$ cat config.mk
export PLATFORM = sky130hd
export DESIGN_NAME = hash_table_overflow_chain
export DESIGN_NICKNAME = d
export VERILOG_FILES = /design/src/rtl/core/hto_pkg.sv /design/src/rtl/core/hash_table_overflow_chain.sv
export SDC_FILE = /design/constraint.sdc
export NUM_CORES = 1
export LEC_CHECK = 0
export BUFFER_PORTS_ARGS = -buffer_cell sky130_fd_sc_hd__buf_4
export CORE_ASPECT_RATIO = 1.75
export CORE_MARGIN = 2
export CORE_UTILIZATION = 35
export DETAILED_ROUTE_END_ITERATION = 10
export RECOVER_POWER = 50
export SLEW_MARGIN = 15
export SYNTH_ARGS = -nofsm -noshare
export SYNTH_HDL_FRONTEND = slang
export SYNTH_SLANG_ARGS = --single-unit
$ cat constraint.sdc
create_clock -name clk -period 9.81 [get_ports clk]
set_clock_uncertainty 0.15 [all_clocks]
set_input_delay 1.962 -clock clk [delete_from_list [all_inputs] [get_ports clk]]
set_output_delay 1.962 -clock clk [all_outputs]
set_load 0.02 [all_outputs]
$ cat src/rtl/core/hto_pkg.sv
// Package for the overflow-chained hash table: request/result structs,
// request and outcome codes, default sizes. No dependencies.
`timescale 1ns / 1ps
`default_nettype none

package hto_pkg;

  localparam int KEY_W     = 31;
  localparam int PAY_W     = 32;
  localparam int REQ_W     = 2;
  localparam int OUTCOME_W = 3;
  localparam int SLOT_W    = 3;

  localparam int HOME_SLOTS_DEF     = 4;
  localparam int OVERFLOW_SLOTS_DEF = 3;
  localparam int PAYLOAD_BITS_DEF   = 32;

  // Request codes; the unused code is served as a search
  localparam logic [REQ_W-1:0] REQ_SEARCH = 2'd0;
  localparam logic [REQ_W-1:0] REQ_INSERT = 2'd1;
  localparam logic [REQ_W-1:0] REQ_REMOVE = 2'd2;

  typedef enum logic [OUTCOME_W-1:0] {
    OUT_FOUND    = 3'd0,
    OUT_FREE     = 3'd1,
    OUT_FULL     = 3'd2,
    OUT_INSERTED = 3'd3,
    OUT_DUP      = 3'd4,
    OUT_REMOVED  = 3'd5,
    OUT_RMISS    = 3'd6
  } outcome_t;

  typedef struct packed {
    logic [REQ_W-1:0] req_type;
    logic [KEY_W-1:0] key;
    logic [PAY_W-1:0] payload;
  } in_item_t;

  typedef struct packed {
    logic [OUTCOME_W-1:0] outcome;
    logic [SLOT_W-1:0]    slot;
  } out_item_t;

endpackage : hto_pkg

`default_nettype wire

$ cat src/rtl/core/hash_table_overflow_chain.sv
// Hash table with a separate overflow area chained from each home slot.
// Top level; depends on hto_pkg.
`timescale 1ns / 1ps
`default_nettype none

// A request (search, insert or remove) is taken when start is high and busy
// is low; busy then stays high until the single result has been issued.
// The result sits on out_item for exactly one cycle with out_strobe high and
// cannot be held off, so the receiver must take it in that cycle. A request
// tests the home slot, walks the chain link by link through the key/link
// store read port, probes the overflow slots one at a time in the free-slot
// scan, commits, and then issues the registered result strobe. A removed
// chain head that takes over its successor goes through an extra copy step,
// but that path never scans. When HOME_SLOTS is not a power of two the home
// slot is worked out first by a 4-bit-per-cycle remainder unit. The store is
// empty after reset, with no clearing pass; the slot field carries the low
// 3 bits of the slot number and is 0 for a full table or a remove miss.
module hash_table_overflow_chain
  import hto_pkg::*;
#(
  parameter int HOME_SLOTS     = HOME_SLOTS_DEF,
  parameter int OVERFLOW_SLOTS = OVERFLOW_SLOTS_DEF,
  parameter int PAYLOAD_BITS   = PAYLOAD_BITS_DEF
) (
  input  wire logic      clk,
  input  wire logic      rst_n,
  input  wire logic      start,
  output logic           busy,
  input  wire in_item_t  in_item,
  output logic           out_strobe,
  output out_item_t      out_item
);

  localparam int TOTAL = HOME_SLOTS + OVERFLOW_SLOTS;
  localparam int IW    = $clog2(TOTAL);          // slot index
  localparam int LW    = $clog2(TOTAL + 1);      // link, can hold "none"
  localparam int HW    = $clog2(HOME_SLOTS);     // home index / remainder
  localparam int CW    = (LW > 3) ? LW : 3;      // shared step counter
  localparam bit HOME_POW2 = (HOME_SLOTS & (HOME_SLOTS - 1)) == 0;

  localparam int MOD_BITS  = 4;                  // key bits per cycle
  localparam int KSH_W     = 32;                 // key padded to 8 digits
  localparam int MOD_ITERS = KSH_W / MOD_BITS;

  localparam logic [LW-1:0] LINK_NONE = LW'(TOTAL);
  localparam logic [IW-1:0] FIRST_OVF = IW'(HOME_SLOTS);
  localparam logic [IW-1:0] LAST_SLOT = IW'(TOTAL - 1);
  localparam logic [HW:0]   HOME_CMP  = (HW + 1)'(HOME_SLOTS);

  typedef enum logic [6:0] {
    S_IDLE = 7'b0000001,
    S_MOD  = 7'b0000010,   // key mod HOME_SLOTS, non power-of-two only
    S_HOME = 7'b0000100,   // test home slot, start first read
    S_WALK = 7'b0001000,   // one chain link per cycle
    S_SCAN = 7'b0010000,   // probe overflow slots for a free one
    S_ACT  = 7'b0100000,   // commit request
    S_COPY = 7'b1000000    // head removal: pull successor into head
  } state_t;

  // ---------------------------------------------------------------------
  // Registers
  // ---------------------------------------------------------------------
  state_t                  state_r, state_nxt;
  logic [REQ_W-1:0]        req_r, req_nxt;
  logic [KEY_W-1:0]        key_r, key_nxt;
  logic [PAYLOAD_BITS-1:0] pay_r, pay_nxt;
  logic [IW-1:0]           home_r, home_nxt;
  logic [HW-1:0]           rem_r, rem_nxt;
  logic [KSH_W-1:0]        kshift_r, kshift_nxt;
  logic [CW-1:0]           cnt_r, cnt_nxt;
  logic [IW-1:0]           cur_r, cur_nxt;
  logic [LW-1:0]           prev_r, prev_nxt;   // predecessor of found slot
  logic [IW-1:0]           tail_r, tail_nxt;   // last slot walked
  logic [LW-1:0]           succ_r, succ_nxt;   // link of found slot
  outcome_t                lk_out_r, lk_out_nxt;
  logic [IW-1:0]           lk_slot_r, lk_slot_nxt;

  logic [TOTAL-1:0]        valid_r, valid_nxt;
  logic [TOTAL-1:0]        link_set_r, link_set_nxt;  // clear: link is none

  logic                    out_strobe_r, out_strobe_nxt;
  out_item_t               out_item_r, out_item_nxt;

  // ---------------------------------------------------------------------
  // Stores: one read address, registered read data, one write per store
  // ---------------------------------------------------------------------
  logic [KEY_W-1:0]        key_mem  [TOTAL];
  logic [PAYLOAD_BITS-1:0] pay_mem  [TOTAL];
  logic [LW-1:0]           link_mem [TOTAL];

  logic [IW-1:0]           rd_addr;
  logic [KEY_W-1:0]        key_rd_r;
  logic [PAYLOAD_BITS-1:0] pay_rd_r;
  logic [LW-1:0]           link_rd_r;
  logic                    link_set_rd_r;

  logic                    kp_we;
  logic [IW-1:0]           kp_addr;
  logic [KEY_W-1:0]        key_wdata;
  logic [PAYLOAD_BITS-1:0] pay_wdata;

  logic                    lnk_we;
  logic [IW-1:0]           lnk_waddr;
  logic [LW-1:0]           lnk_wdata;

  logic [LW-1:0]           link_val;   // link of the slot just read
  logic [HW:0]             mod_t;
  logic [HW-1:0]           mod_w;

  assign link_val = link_set_rd_r ? link_rd_r : LINK_NONE;

  always_ff @(posedge clk) begin
    if (kp_we) begin
      key_mem[kp_addr] <= key_wdata;
      pay_mem[kp_addr] <= pay_wdata;
    end
    if (lnk_we) begin
      link_mem[lnk_waddr] <= lnk_wdata;
    end
    key_rd_r      <= key_mem[rd_addr];
    pay_rd_r      <= pay_mem[rd_addr];
    link_rd_r     <= link_mem[rd_addr];
    link_set_rd_r <= link_set_r[rd_addr];
  end

  // ---------------------------------------------------------------------
  // Sequencer
  // ---------------------------------------------------------------------
  always_comb begin
    state_nxt      = state_r;
    req_nxt        = req_r;
    key_nxt        = key_r;
    pay_nxt        = pay_r;
    home_nxt       = home_r;
    rem_nxt        = rem_r;
    kshift_nxt     = kshift_r;
    cnt_nxt        = cnt_r;
    cur_nxt        = cur_r;
    prev_nxt       = prev_r;
    tail_nxt       = tail_r;
    succ_nxt       = succ_r;
    lk_out_nxt     = lk_out_r;
    lk_slot_nxt    = lk_slot_r;
    valid_nxt      = valid_r;
    link_set_nxt   = link_set_r;
    out_strobe_nxt = 1'b0;
    out_item_nxt   = out_item_r;
    rd_addr        = cur_r;
    kp_we          = 1'b0;
    kp_addr        = lk_slot_r;
    key_wdata      = key_r;
    pay_wdata      = pay_r;
    lnk_we         = 1'b0;
    lnk_waddr      = tail_r;
    lnk_wdata      = LW'(lk_slot_r);
    mod_t          = '0;
    mod_w          = rem_r;

    unique case (state_r)
      S_IDLE: begin
        if (start) begin
          req_nxt    = in_item.req_type;
          key_nxt    = in_item.key;
          pay_nxt    = PAYLOAD_BITS'(in_item.payload);
          kshift_nxt = KSH_W'(in_item.key);
          rem_nxt    = '0;
          cnt_nxt    = '0;
          if (HOME_POW2) begin
            home_nxt  = IW'(in_item.key[HW-1:0]);
            state_nxt = S_HOME;
          end else begin
            state_nxt = S_MOD;
          end
        end
      end

      S_MOD: begin
        // restoring remainder, MSB first, four key bits a cycle
        for (int j = 0; j < MOD_BITS; j++) begin
          mod_t = {mod_w, kshift_r[KSH_W-1-j]};
          if (mod_t >= HOME_CMP) begin
            mod_t = mod_t - HOME_CMP;
          end
          mod_w = mod_t[HW-1:0];
        end
        rem_nxt    = mod_w;
        kshift_nxt = kshift_r << MOD_BITS;
        cnt_nxt    = cnt_r + 1'b1;
        if (cnt_r == CW'(MOD_ITERS - 1)) begin
          home_nxt  = IW'(mod_w);
          cnt_nxt   = '0;
          state_nxt = S_HOME;
        end
      end

      S_HOME: begin
        prev_nxt    = LINK_NONE;
        tail_nxt    = home_r;
        lk_slot_nxt = home_r;
        if (!valid_r[home_r]) begin
          lk_out_nxt = OUT_FREE;
          state_nxt  = S_ACT;
        end else begin
          rd_addr   = home_r;
          cur_nxt   = home_r;
          cnt_nxt   = '0;
          state_nxt = S_WALK;
        end
      end

      S_WALK: begin
        if (valid_r[cur_r] && key_rd_r == key_r) begin
          lk_out_nxt  = OUT_FOUND;
          lk_slot_nxt = cur_r;
          succ_nxt    = link_val;
          state_nxt   = S_ACT;
        end else begin
          tail_nxt = cur_r;
          if (link_val == LINK_NONE || cnt_r == CW'(TOTAL - 1)) begin
            cur_nxt   = FIRST_OVF;
            state_nxt = S_SCAN;
          end else begin
            prev_nxt = LW'(cur_r);
            cur_nxt  = link_val[IW-1:0];
            rd_addr  = link_val[IW-1:0];
            cnt_nxt  = cnt_r + 1'b1;
          end
        end
      end

      S_SCAN: begin
        if (!valid_r[cur_r]) begin
          lk_out_nxt  = OUT_FREE;
          lk_slot_nxt = cur_r;
          state_nxt   = S_ACT;
        end else if (cur_r == LAST_SLOT) begin
          lk_out_nxt  = OUT_FULL;
          lk_slot_nxt = '0;
          state_nxt   = S_ACT;
        end else begin
          cur_nxt = cur_r + 1'b1;
        end
      end

      S_ACT: begin
        out_item_nxt.outcome = lk_out_r;
        out_item_nxt.slot    = SLOT_W'(lk_slot_r);
        out_strobe_nxt       = 1'b1;
        state_nxt            = S_IDLE;
        priority if (req_r == REQ_INSERT) begin
          if (lk_out_r == OUT_FOUND) begin
            out_item_nxt.outcome = OUT_DUP;
          end else if (lk_out_r == OUT_FREE) begin
            kp_we                   = 1'b1;
            valid_nxt[lk_slot_r]    = 1'b1;
            link_set_nxt[lk_slot_r] = 1'b0;
            if (lk_slot_r != home_r) begin
              // append to chain tail
              lnk_we               = 1'b1;
              link_set_nxt[tail_r] = 1'b1;
            end
            out_item_nxt.outcome = OUT_INSERTED;
          end
        end else if (req_r == REQ_REMOVE) begin
          if (lk_out_r != OUT_FOUND) begin
            out_item_nxt.outcome = OUT_RMISS;
            out_item_nxt.slot    = '0;
          end else if (prev_r == LINK_NONE) begin
            if (succ_r != LINK_NONE && succ_r != LW'(lk_slot_r)) begin
              // head with successor: fetch successor, result after copy
              rd_addr        = succ_r[IW-1:0];
              out_strobe_nxt = 1'b0;
              state_nxt      = S_COPY;
            end else begin
              valid_nxt[lk_slot_r] = 1'b0;
              out_item_nxt.outcome = OUT_REMOVED;
            end
          end else begin
            // bridge predecessor over the removed entry
            valid_nxt[lk_slot_r] = 1'b0;
            if (succ_r != LINK_NONE) begin
              lnk_we                          = 1'b1;
              lnk_waddr                       = prev_r[IW-1:0];
              lnk_wdata                       = succ_r;
              link_set_nxt[prev_r[IW-1:0]]    = 1'b1;
            end else begin
              link_set_nxt[prev_r[IW-1:0]]    = 1'b0;
            end
            link_set_nxt[lk_slot_r] = 1'b0;
            out_item_nxt.outcome    = OUT_REMOVED;
          end
        end else begin
          if (lk_out_r == OUT_FULL) begin
            out_item_nxt.slot = '0;
          end
        end
      end

      S_COPY: begin
        kp_we     = 1'b1;
        key_wdata = key_rd_r;
        pay_wdata = pay_rd_r;
        if (link_val != LINK_NONE) begin
          lnk_we                  = 1'b1;
          lnk_waddr               = lk_slot_r;
          lnk_wdata               = link_val;
          link_set_nxt[lk_slot_r] = 1'b1;
        end else begin
          link_set_nxt[lk_slot_r] = 1'b0;
        end
        valid_nxt[lk_slot_r]          = 1'b1;
        valid_nxt[succ_r[IW-1:0]]     = 1'b0;
        link_set_nxt[succ_r[IW-1:0]]  = 1'b0;
        out_item_nxt.outcome = OUT_REMOVED;
        out_item_nxt.slot    = SLOT_W'(lk_slot_r);
        out_strobe_nxt       = 1'b1;
        state_nxt            = S_IDLE;
      end

      default: begin
        state_nxt = S_IDLE;
      end
    endcase
  end

  always_ff @(posedge clk) begin
    if (!rst_n) begin
      state_r      <= S_IDLE;
      valid_r      <= '0;
      link_set_r   <= '0;
      out_strobe_r <= 1'b0;
    end else begin
      state_r      <= state_nxt;
      valid_r      <= valid_nxt;
      link_set_r   <= link_set_nxt;
      out_strobe_r <= out_strobe_nxt;
    end
  end

  always_ff @(posedge clk) begin
    req_r      <= req_nxt;
    key_r      <= key_nxt;
    pay_r      <= pay_nxt;
    home_r     <= home_nxt;
    rem_r      <= rem_nxt;
    kshift_r   <= kshift_nxt;
    cnt_r      <= cnt_nxt;
    cur_r      <= cur_nxt;
    prev_r     <= prev_nxt;
    tail_r     <= tail_nxt;
    succ_r     <= succ_nxt;
    lk_out_r   <= lk_out_nxt;
    lk_slot_r  <= lk_slot_nxt;
    out_item_r <= out_item_nxt;
  end

  assign busy       = (state_r != S_IDLE);
  assign out_strobe = out_strobe_r;
  assign out_item   = out_item_r;

  // ---------------------------------------------------------------------
  // Checks
  // ---------------------------------------------------------------------
  // a result is only issued once the sequencer is back in idle
  a_strobe_idle: assert property (@(posedge clk) disable iff (!rst_n)
    out_strobe |-> !busy)
    else $error("result issued while busy");

  // an accepted request always occupies the sequencer next cycle
  a_accept_busy: assert property (@(posedge clk) disable iff (!rst_n)
    (start && !busy) |=> busy)
    else $error("request accepted but not started");

  // an insert result leaves its slot marked occupied
  a_insert_valid: assert property (@(posedge clk) disable iff (!rst_n)
    (out_strobe && out_item.outcome == OUT_INSERTED) |-> valid_r[lk_slot_r])
    else $error("inserted slot not valid");

  // store writes happen only in the commit or copy steps
  a_write_phase: assert property (@(posedge clk) disable iff (!rst_n)
    (kp_we || lnk_we) |-> (state_r == S_ACT || state_r == S_COPY))
    else $error("store written outside commit");

endmodule : hash_table_overflow_chain

`default_nettype wire

==> summary.txt, run 1 <==
Detailed routing
  • Initial DRC Count: 994
  • Routed wire length: 48700 um
  • Final ANT Viol Nets: 0
  • Remaining DRCs: 0
  • Per-cell routed wire length: 23.7 um
  • DRT Pass-1 Iters: 5
  • Via density: 6.03
  • Vias: 12400

Place
  • Placed Instances: 1987
  • IO buf count: 43
  • Placer Congestion: 0.862
  • Hpwl dp: 26900 um

Die
  • Num rows: 106
  • Number of I/O pins: 76
  • Die area: 50000 sq um
  • Chip width: 170 um
  • Die Y: 294 um
  • Starting Density: 0.353
  • Core ar.: 47700 sq um

Synth
  • Sequential cell area fraction in the yosys report: 0.596
  • Async SR Flop Fraction: 0
  • Post-Syn Nets: 1530
  • Synthesized area: 16900 sq um
  • Prevailing post-synth register cell: edfxtp_1
  • Seq cells post-synth: 353
  • Post-Synth Simple-Gate Area: 0.128
  • Post-synthesis compound-gate area fraction: 0.186
  • Largest area contributor in the netlist: edfxtp_1
  • Synth Area in XOR/XNOR: 0.0182
  • Most frequent cells after synthesis: edfxtp_1 (297), nand2_1 (145), o211ai_1 (139)
  • Most numerous cell in the Yosys netlist: edfxtp_1
  • Distinct cells, synth: 80
  • Post-Synth Adder-Cell Area: 0.00445
  • Mapped Cells: 1456
  • Post-Syn Area per Cell: 11.6 sq um
  • Number of synthesized flops with an enable pin: 297
  • Area contributors post-synth: edfxtp_1 (53%), dfxtp_1 (6.7%), o211ai_1 (6.2%)
  • Synth warnings: 0
  • Synth top area share: 0.529
  • Mux cell area share after synthesis: 0.0310
  • Combinational family with the most area after synthesis: compound AO/OA/AOI/OAI gates

Finish
  • Fill count: 4557
  • Final nets: 1506
  • Area Overhead vs Synth: 11.5%
  • Diode count: 0
  • Layout cells sized above 1: 0.133
  • Fin cells: 2054

Global routing
  • GRT busiest layer: met2
  • GR Overflow Total: 0
  • Largest net degree at the start of global routing: 75
  • Global-route wire length before repair: 73900 um
  • Number of global-route vias before repair: 12400
  • Initial antenna violation count: 0
  • GRT Total Usage: 0.194
  • M1 GR Usage: 0.220
  • Met2 GRT Util: 0.354
  • Met3 GRT Util: 0.0240

Critical path
  • WP data arrival: 6.70 ns
  • CP Capture Type: register
  • Crit Path Max Fanout: 57
  • CP required: 9.82 ns
  • R2R cell count: 9
  • Critical setup path kind: register to register
  • Worst setup SP type: register

Worst hold path
  • Worst Hold Class: register to register
  • Hold Path Stages: 2

Timing
  • Fin crit share: 0.681
  • Worst-Margin Slew: 4.22 ns
  • Final hold vios: 0
  • Max-slew violations: 133
  • Setup TNS: 0 ns
  • Setup violators final: 0
  • RSZ-0062 raised after global routing: false
  • Slew margin rel.: -1.82
  • Final critical-path required period: 6.68 ns
  • FMAX: 150 MHz

Clocking
  • Root buf cell: clkbuf_16
  • Total CTS buffers: 36
  • Clock net sink count: 353
  • CTS tree: done
  • CTS HTree Levels: 2
  • Worst-Skew Late Latency: 0.54 ns
  • # hold bufs at CTS: 0
  • Post-CTS Setup Inserts: 0
  • Clock Path Buffers: 3
  • Post-CTS sizing: 0
  • Clock-pin slew on the worst setup and hold paths: 0.06 ns

Outcome
  • Status: finished with violations
  • Violated checks: max-capacitance violations, max-slew violations

Power and ir drop
  • Pwr per Cell Area: 171 nW/um^2
  • Worst vdd ir: 93.0 uV
  • Pleak: 6.30 nW

Run
  • Max cap viols: 3
==> sequential cells by signal, indices dropped and copies added, names as in the netlist, named ones only <==
register	cells
link_set_rd_r	1
key_r	30
prev_r	3
link_rd_r	3
succ_r	3
key_mem	217
out_strobe	1
link_mem	21
kp_addr	3
req_r	2
cnt_r	3
tail_r	3
cur_r	3
out_item	6
key_rd_r	31
link_set_r	7
home_r	1
state_r	6
lk_out_r	2
==> worst max-delay path: stages, from the launching register on <==
cell      delay, ns
dfxtp_1        0.36
or4_1          0.67
nor3b_1        0.24
clkbuf_1       2.67
nand2b_1       0.79
o21ai_0        0.38
nand2_1        0.08
o21ai_1        0.12
nand2_1        0.13
nor4_1         0.70
==> metal layers <==
metal  share of wire  routed length, um  up-vias
li1                -                  -     5558
met1            0.38              18700     6219
met2            0.52              25300      462
met3           0.048               2360      138
met4           0.048               2360        0
met5               0                  0        -
==> final cells by class <==
class | count | area (sq um) | area share
sequential | 353 | 10000 | 0.534
tap | 594 | 743 | 0.0395
multi-input combinational | 956 | 6270 | 0.334
clock inverter | 21 | 203 | 0.0108
clock buffer | 45 | 976 | 0.0519
inverter | 13 | 48.8 | 0.00260
timing repair buffer | 72 | 514 | 0.0274
==> where the power goes <==
group / switching [mW] / total (mW) / internal, mW
clock network: 0.592 / 1.38 / 0.792
logic: 0.103 / 0.156 / 0.0535
registers: 0.0232 / 1.68 / 1.66
==> worst paths after layout <==
kind	startpoint	endpoint	slack (ns)
worst max-delay path	state_r[0]	link_mem[4][1]	3.13
worst min register to register	key_mem[6][1]	key_rd_r[1]	0.37
worst max register to register	state_r[0]	link_mem[4][1]	3.13
worst min-delay path	key_mem[6][1]	key_rd_r[1]	0.37
==> cells by family (layout without fill, tap and decap cells) <==
kind of cell,after synthesis,count (layout)
xor+xnor,35,35
buf+inv,147,151
mux,49,49
flops,353,353
compound gates,435,435
simple gates,431,431
fa+ha+maj,6,6
==> cells in the final DEF, fill, tap and decap left out, types with 11 or more instances in the layout <==
cell         n
clkbuf_16   37
o21ai_0    123
buf_4       33
nor2b_1     12
o22ai_1     37
nand3_1     85
a21oi_1     23
and3_1      40
edfxtp_1   297
nand2b_1    12
nor4_1      11
nor3_1      27
mux2i_1     42
xor2_1      34
dfxtp_1     56
clkbuf_1    14
o211ai_1   139
nor2_1      48
inv_1       12
nand2_1    145
a211oi_2    32
clkbuf_4    30
==> metrics by stage <==
stage / utilization / instance area [sq um] / hold slack (ns) / setup WS (ns) / total power [mW]
after global placement: 0.370 / 17700 / 0.353 / 4.72 / 1.87
after detailed placement: 0.370 / 17700 / 0.361 / 4.66 / 1.87
final: 0.394 / 18800 / 0.373 / 3.13 / 3.22
after global routing: 0.394 / 18800 / 0.394 / 2.90 / 3.32
after CTS: 0.395 / 18800 / 0.370 / 4.64 / 3.25
after floorplan: - / 16900 / 0.333 / 5.95 / 1.81
Note: power is estimated with default switching activity, not from simulation.
==> run 2: changes to the inputs <==
- ABC_AREA: not set -> 1
- clock period: 9.81 -> 6.2 ns (I/O delays scaled with it)
==> run 2 against run 1 <==
The run still ends with max-capacitance violations, max-slew violations left. Cell count grew 17%. Non-clock buffer count shrank 8. Via count grew 0.78%. Sequential power grew 59%. Synthesized area shrank 2.7%. Setup slack lost 1.4 ns. Synthesized cell count grew 21%. Register-to-register slack lost 1.4 ns. Wire length shrank 8.1%.
==> summary.txt, run 2 <==
Timing
  • Hold WS: 0.379 ns (was 0.373 ns)
  • Fin crit share: 0.723 (was 0.681)
  • Setup violators final: 0 (unchanged)
  • FMAX: 223 MHz (was 150 MHz)
  • Worst-Margin Slew: 2.68 ns (was 4.22 ns)
  • RSZ-0062 raised after global routing: false (unchanged)
  • Slew margin rel.: -0.787 (was -1.82)
  • Setup TNS: 0 ns (unchanged)
  • Final hold vios: 0 (unchanged)
  • Max-slew violations: 35 (was 133)
  • Final critical-path required period: 4.48 ns (was 6.68 ns)

Critical path
  • Worst setup SP type: register (unchanged)
  • WP data arrival: 4.74 ns (was 6.70 ns)
  • Worst setup path startpoint: req_r[0] (was state_r[0])
  • RR Startpoint: req_r[0] (was state_r[0])
  • CP Capture Type: register (unchanged)
  • Critical setup path kind: register to register (unchanged)
  • CP required: 6.46 ns (was 9.82 ns)
  • Crit Path Max Fanout: 20 (was 57)

Clocking
  • Total CTS buffers: 35 (was 36)
  • Clock Path Buffers: 3 (unchanged)
  • Root buf cell: clkbuf_16 (unchanged)
  • Clock-pin slew on the worst setup and hold paths: 0.07 ns (was 0.06 ns)
  • Clock net sink count: 353 (unchanged)
  • CTS HTree Levels: 2 (unchanged)
  • # hold bufs at CTS: 0 (unchanged)
  • Post-CTS sizing: 0 (unchanged)
  • Worst-Skew Late Latency: 0.54 ns (about the same)
  • CTS tree: done (unchanged)
  • Post-CTS Setup Inserts: 0 (unchanged)

Global routing
  • Initial antenna violation count: 0 (unchanged)
  • Largest net degree at the start of global routing: 63 (was 75)
  • Number of global-route vias before repair: 12400 (about the same)
  • GR Overflow Total: 0 (unchanged)
  • GRT Total Usage: 0.184 (was 0.194)
  • Global-route wire length before repair: 68800 um (was 73900 um)

Power and ir drop
  • Pleak: 7.56 nW (was 6.30 nW)
  • Pwr per Cell Area: 279 nW/um^2 (was 171 nW/um^2)
  • Worst vdd ir: 156 uV (was 93.0 uV)

Detailed routing
  • Final ANT Viol Nets: 0 (unchanged)
  • Routed wire length: 44800 um (was 48700 um)
  • Remaining DRCs: 0 (unchanged)
  • DRT Pass-1 Iters: 6 (was 5)
  • Initial DRC Count: 844 (was 994)
  • Per-cell routed wire length: 18.7 um (was 23.7 um)
  • Via density: 5.20 (was 6.03)
  • Vias: 12500 (was 12400)

Synth
  • Post-Syn Area per Cell: 9.29 sq um (was 11.6 sq um)
  • Distinct cells, synth: 52 (was 80)
  • Synth warnings: 0 (unchanged)
  • Largest area contributor in the netlist: edfxtp_1 (unchanged)
  • Area contributors post-synth: edfxtp_1 (54%), nand2_1 (11%), dfxtp_1 (6.8%) (was edfxtp_1 (53%), dfxtp_1 (6.7%), o211ai_1 (6.2%))
  • Prevailing post-synth register cell: edfxtp_1 (unchanged)
  • Number of synthesized flops with an enable pin: 297 (unchanged)
  • Seq cells post-synth: 353 (unchanged)
  • Post-Syn Nets: 1839 (was 1530)
  • Most numerous cell in the Yosys netlist: nand2_1 (was edfxtp_1)
  • Synth top area share: 0.544 (was 0.529)
  • Most frequent cells after synthesis: nand2_1 (470), edfxtp_1 (297), inv_1 (273) (was edfxtp_1 (297), nand2_1 (145), o211ai_1 (139))
  • Synthesized area: 16400 sq um (was 16900 sq um)
  • Sequential cell area fraction in the yosys report: 0.612 (was 0.596)
  • Async SR Flop Fraction: 0 (unchanged)
  • Mapped Cells: 1765 (was 1456)

Finish
  • Final nets: 1862 (was 1506)
  • Max FFs per register: 217 (unchanged)
  • Most common cell after layout, fill and taps aside: nand2_1 (was edfxtp_1)
  • Layout cells sized above 1: 0.0717 (was 0.133)
  • Finished Core Util: 0.395 (was 0.394)
  • Largest register by flop count: key_mem (unchanged)
  • Most frequent cells in the layout: nand2_1 (470), edfxtp_1 (297), inv_1 (275), nand3_1 (145), o21ai_0 (111) (was edfxtp_1 (297), nand2_1 (145), o211ai_1 (139), o21ai_0 (123), nand3_1 (85))
  • Fin cells: 2400 (was 2054)
  • Area Overhead vs Synth: 12.3% (was 11.5%)
  • Top Registers: key_mem x217, key_rd_r x31, key_r x30 (unchanged)
  • Diode count: 0 (unchanged)

Die
  • Die Y: 290 um (was 294 um)
  • Die area: 48700 sq um (was 50000 sq um)
  • Number of I/O pins: 76 (unchanged)
  • Num rows: 105 (was 106)
  • Starting Density: 0.352 (was 0.353)
  • Core ar.: 46600 sq um (was 47700 sq um)
  • Chip width: 168 um (was 170 um)

Place
  • IO buf count: 43 (unchanged)
  • Placed Instances: 2339 (was 1987)
  • Hpwl dp: 27900 um (was 26900 um)
  • Placer Congestion: 0.907 (was 0.862)

Run
  • Max cap viols: 2 (was 3)

Outcome
  • Status: finished with violations (unchanged)
  • Violated checks: max-capacitance violations, max-slew violations (unchanged)

Worst hold path
  • Worst Hold Class: register to register (unchanged)
  • Min-delay src: link_mem[2][2] (was key_mem[6][1])
run 2: area by class of cell:
class / instances / area [sq um]
multi-input combinational: 1051 / 5010
tap: 588 / 736
sequential: 353 / 10000
fill: 4456 / 28200
clock buffer: 46 / 970
clock inverter: 15 / 138
inverter: 283 / 1060
timing repair buffer: 64 / 455
run 2: kinds of logic (layout without fill, tap and decap cells):
logic type	Yosys count	in the layout	synth area share
AND/OR/NAND/NOR	831	831	0.221
flip-flops	353	353	0.612
adder cells (fa/ha/maj)	6	6	0.00458
XOR/XNOR	8	8	0.00427
buffers and inverters	361	408	0.0864
AO/OA/AOI/OAI	206	206	0.0716
run 2: stage by stage:
step / power (mW) / cell area (sq um) / setup WS (ns)
after CTS: 5.19 / 18500 / 2.00
after floorplan: 2.96 / 16400 / 2.60
after global placement: 3.09 / 17400 / 2.07
final: 5.14 / 18400 / 1.72
after detailed placement: 3.10 / 17400 / 2.02
after global routing: 5.31 / 18400 / 1.36
run 2: path summary, 6_finish.rpt:
path,to,slack (ns),depth (start not counted)
min reg2reg,link_rd_r[2],0.38,4
min,link_rd_r[2],0.38,4
max,key_rd_r[3],1.72,15
max reg2reg,key_rd_r[3],1.72,15
run 2: critical path: stages (launching register included):
cell and delay [ns]:
edfxtp_1 0.39, ha_1 0.47, nor2_1 0.28, inv_1 0.06, nor2_1 0.31, inv_1 0.11, o21ai_0 0.45, inv_1 0.13
nor2_1 0.22, nor2_1 0.11, nand3b_1 0.80, buf_4 0.54, o21ai_0 0.13, inv_1 0.06, nand2_1 0.06, nand2_1 0.05
run 2: routing by layer:
| layer | part of all wire | track usage | up-vias |
|---|---|---|---|
| li1 | - | - | 5954 |
| met1 | 0.37 | 0.193 | 5963 |
| met2 | 0.52 | 0.345 | 402 |
| met3 | 0.051 | 0.0249 | 154 |
| met4 | 0.063 | 0.108 | 0 |
| met5 | 0 | 0 | - |
run 2: power by group:
part           total [mW]  internal (mW)  leakage, nW  switching, mW
Combinational       0.372          0.109         3.88          0.263
Sequential           2.67           2.63         3.15         0.0403
Clock                2.09           1.19        0.535          0.901
==> run 3: changes to the inputs <==
- clock period: 6.2 -> 4.3 ns (I/O delays scaled with it)
==> run 3 against run 2 <==
Highest routed layer unchanged. Global-route usage decreased by 0.38 points. Critical path type unchanged. The flow now finishes without violations. Die area is the same. Worst hold slack lost 0.0093 ns. Critical path depth fell by 5. Setup slack got worse by 1.2 ns.
==> summary.txt, run 3 (synthesis results as in run 2) <==
Critical path
  • WP data arrival: 3.80 ns (was 4.74 ns)
  • Worst setup path startpoint: req_r[1] (was req_r[0])
  • Crit Path Max Fanout: 31 (was 20)
  • CP required: 4.29 ns (was 6.46 ns)
  • Flop-to-flop setup slack: 0.48 ns (was 1.72 ns)
  • Worst setup endpoint: key_mem[5][17] (was key_rd_r[3])
  • CP Capture Type: register (unchanged)
  • R2r endpoint: key_mem[5][17] (was key_rd_r[3])
  • Critical setup path kind: register to register (unchanged)
  • RR Startpoint: req_r[1] (was req_r[0])
  • Worst setup SP type: register (unchanged)
  • R2R cell count: 10 (was 15)

Place
  • Placement Setup Slack: 0.890 ns (was 2.02 ns)
  • Placed Instances: 2340 (was 2339)
  • Hpwl dp: 26700 um (was 27900 um)
  • IO buf count: 43 (unchanged)
  • Placer Congestion: 0.869 (was 0.907)

Power and ir drop
  • Gate power share: 0.072 (about the same)
  • Switching Fraction: 0.237 (was 0.234)
  • Worst vdd ir: 303 uV (was 156 uV)
  • Reg power frac: 0.523 (was 0.520)
  • Internal power component: 5.63 mW (was 3.93 mW)
  • Switch Pwr: 1.74 mW (was 1.20 mW)
  • Final total power: 7.37 mW (was 5.14 mW)
  • Pwr per Cell Area: 401 nW/um^2 (was 279 nW/um^2)
  • Pleak: 7.59 nW (was 7.56 nW)
  • Clock group share of total power: 0.405 (was 0.407)

Detailed routing
  • Initial DRC Count: 857 (was 844)
  • Final ANT Viol Nets: 0 (unchanged)
  • DRT Pass-1 Iters: 7 (was 6)
  • Per-cell routed wire length: 18.0 um (was 18.7 um)
  • Routed wire length: 43300 um (was 44800 um)
  • Via density: 5.09 (was 5.20)
  • Remaining DRCs: 0 (unchanged)
  • Vias: 12200 (was 12500)

Die
  • Starting Density: 0.352 (unchanged)
  • Die area: 48700 sq um (unchanged)
  • Chip width: 168 um (unchanged)
  • Die Y: 290 um (unchanged)
  • Number of I/O pins: 76 (unchanged)
  • Num rows: 105 (unchanged)
  • Core ar.: 46600 sq um (unchanged)

Finish
  • Area of the multi-input gates: 4970 sq um (was 5010 sq um)
  • Fill count: 4438 (was 4456)
  • Diode count: 0 (unchanged)
  • Fin cells: 2401 (was 2400)
  • Reg area: 10000 sq um (unchanged)
  • Max FFs per register: 217 (unchanged)
  • Final nets: 1862 (unchanged)
  • Most common cell after layout, fill and taps aside: nand2_1 (unchanged)
  • Area Overhead vs Synth: 12.1% (was 12.3%)
  • Largest register by flop count: key_mem (unchanged)
  • Layout cells sized above 1: 0.0728 (was 0.0717)
  • Top Registers: key_mem x217, key_rd_r x31, key_r x30 (unchanged)
  • Most frequent cells in the layout: nand2_1 (470), edfxtp_1 (297), inv_1 (275), nand3_1 (145), o21ai_0 (111) (unchanged)

Global routing
  • Number of global-route vias before repair: 12100 (was 12400)
  • GRT Total Usage: 0.180 (was 0.184)
  • GR Overflow Total: 0 (unchanged)
  • Initial antenna violation count: 0 (unchanged)
  • Largest net degree at the start of global routing: 106 (was 63)
  • Global-route wire length before repair: 67800 um (was 68800 um)

Clocking
  • Clock net sink count: 353 (unchanged)
  • Post-CTS sizing: 0 (unchanged)
  • CTS HTree Levels: 2 (unchanged)
  • Worst-Skew Late Latency: 0.53 ns (was 0.54 ns)
  • # hold bufs at CTS: 0 (unchanged)
  • Clock-pin slew on the worst setup and hold paths: 0.06 ns (was 0.07 ns)
  • CTS tree: done (unchanged)
  • Post-CTS Setup Inserts: 0 (unchanged)
  • Clock Path Buffers: 3 (unchanged)
  • Total CTS buffers: 34 (was 35)
  • Root buf cell: clkbuf_16 (unchanged)

Timing
  • FMAX: 262 MHz (was 223 MHz)
  • Final worst slack: 0.485 ns (was 1.72 ns)
  • Hold WS: 0.369 ns (was 0.379 ns)
  • Slew margin rel.: 0.126 (was -0.787)
  • Final hold vios: 0 (unchanged)
  • Fin crit share: 0.887 (was 0.723)
  • RSZ-0062 raised after global routing: false (unchanged)
  • Setup TNS: 0 ns (unchanged)
  • Final critical-path required period: 3.82 ns (was 4.48 ns)
  • Worst-Margin Slew: 1.31 ns (was 2.68 ns)
  • Setup violators final: 0 (unchanged)
  • Max-slew violations: 0 (was 35)

Outcome
  • Status: finished clean (was finished with violations)

Run
  • Max cap viols: 0 (was 2)

Worst hold path
  • Worst Hold Class: input pin to register (was register to register)
[run 3: per-layer routing]
metal  GRT usage  wire length, um  vias to the layer above
met4      0.0918             2120                        0
met3      0.0196             1820                      108
met1       0.199            16400                     5806
li1            -                -                     5958
met5           0                0                        -
met2       0.337            23000                      358
[run 3: critical path: stages, from the launching register on]
cell      delay, ns
edfxtp_1       0.42
inv_1          0.08
ha_1           0.16
clkbuf_1       0.72
clkinv_1       0.15
buf_4          0.22
nor2_1         0.19
a21oi_1        0.10
buf_4          0.20
nor2_1         0.08
clkbuf_2       0.89
[run 3: worst min-delay path by stage]
| stage | slack [ns] | end | from | cells past startpoint |
|---|---|---|---|---|
| 6_report | 0.37 | home_r[0] | in_item[32] | 1 |
| 5_1_grt | 0.35 | home_r[0] | in_item[32] | 1 |
| 4_1_cts | 0.32 | key_r[1] | in_item[33] | 1 |
| 3_5_place_dp | 0.37 | register | register | 2 |
| 3_3_place_gp | 0.37 | register | register | 2 |
| 2_1_floorplan | 0.29 | register | register | 2 |
[run 3: through the flow]
stage / util / cell area [sq um]
floorplan: - / 16400
global placement: 0.373 / 17400
detailed placement: 0.373 / 17400
CTS: 0.397 / 18500
global route: 0.394 / 18400
finish: 0.394 / 18400
[run 3: power by group through the flow]
stage	registers [mW]	logic (mW)	clock network (mW)
global route	3.86	0.607	3.17
global placement	3.93	0.535	0
CTS	3.85	0.548	3.06
floorplan	3.90	0.363	0
finish	3.85	0.534	2.98
detailed placement	3.93	0.546	0
[run 3: area by class of cell]
class                           count  area share
Sequential cell                   353       0.546
Multi-Input combinational cell   1051       0.270
Inverter                          283      0.0578
Clock buffer                       38      0.0476
Tap cell                          588      0.0400
Timing Repair Buffer               65      0.0261
Clock inverter                     23      0.0123
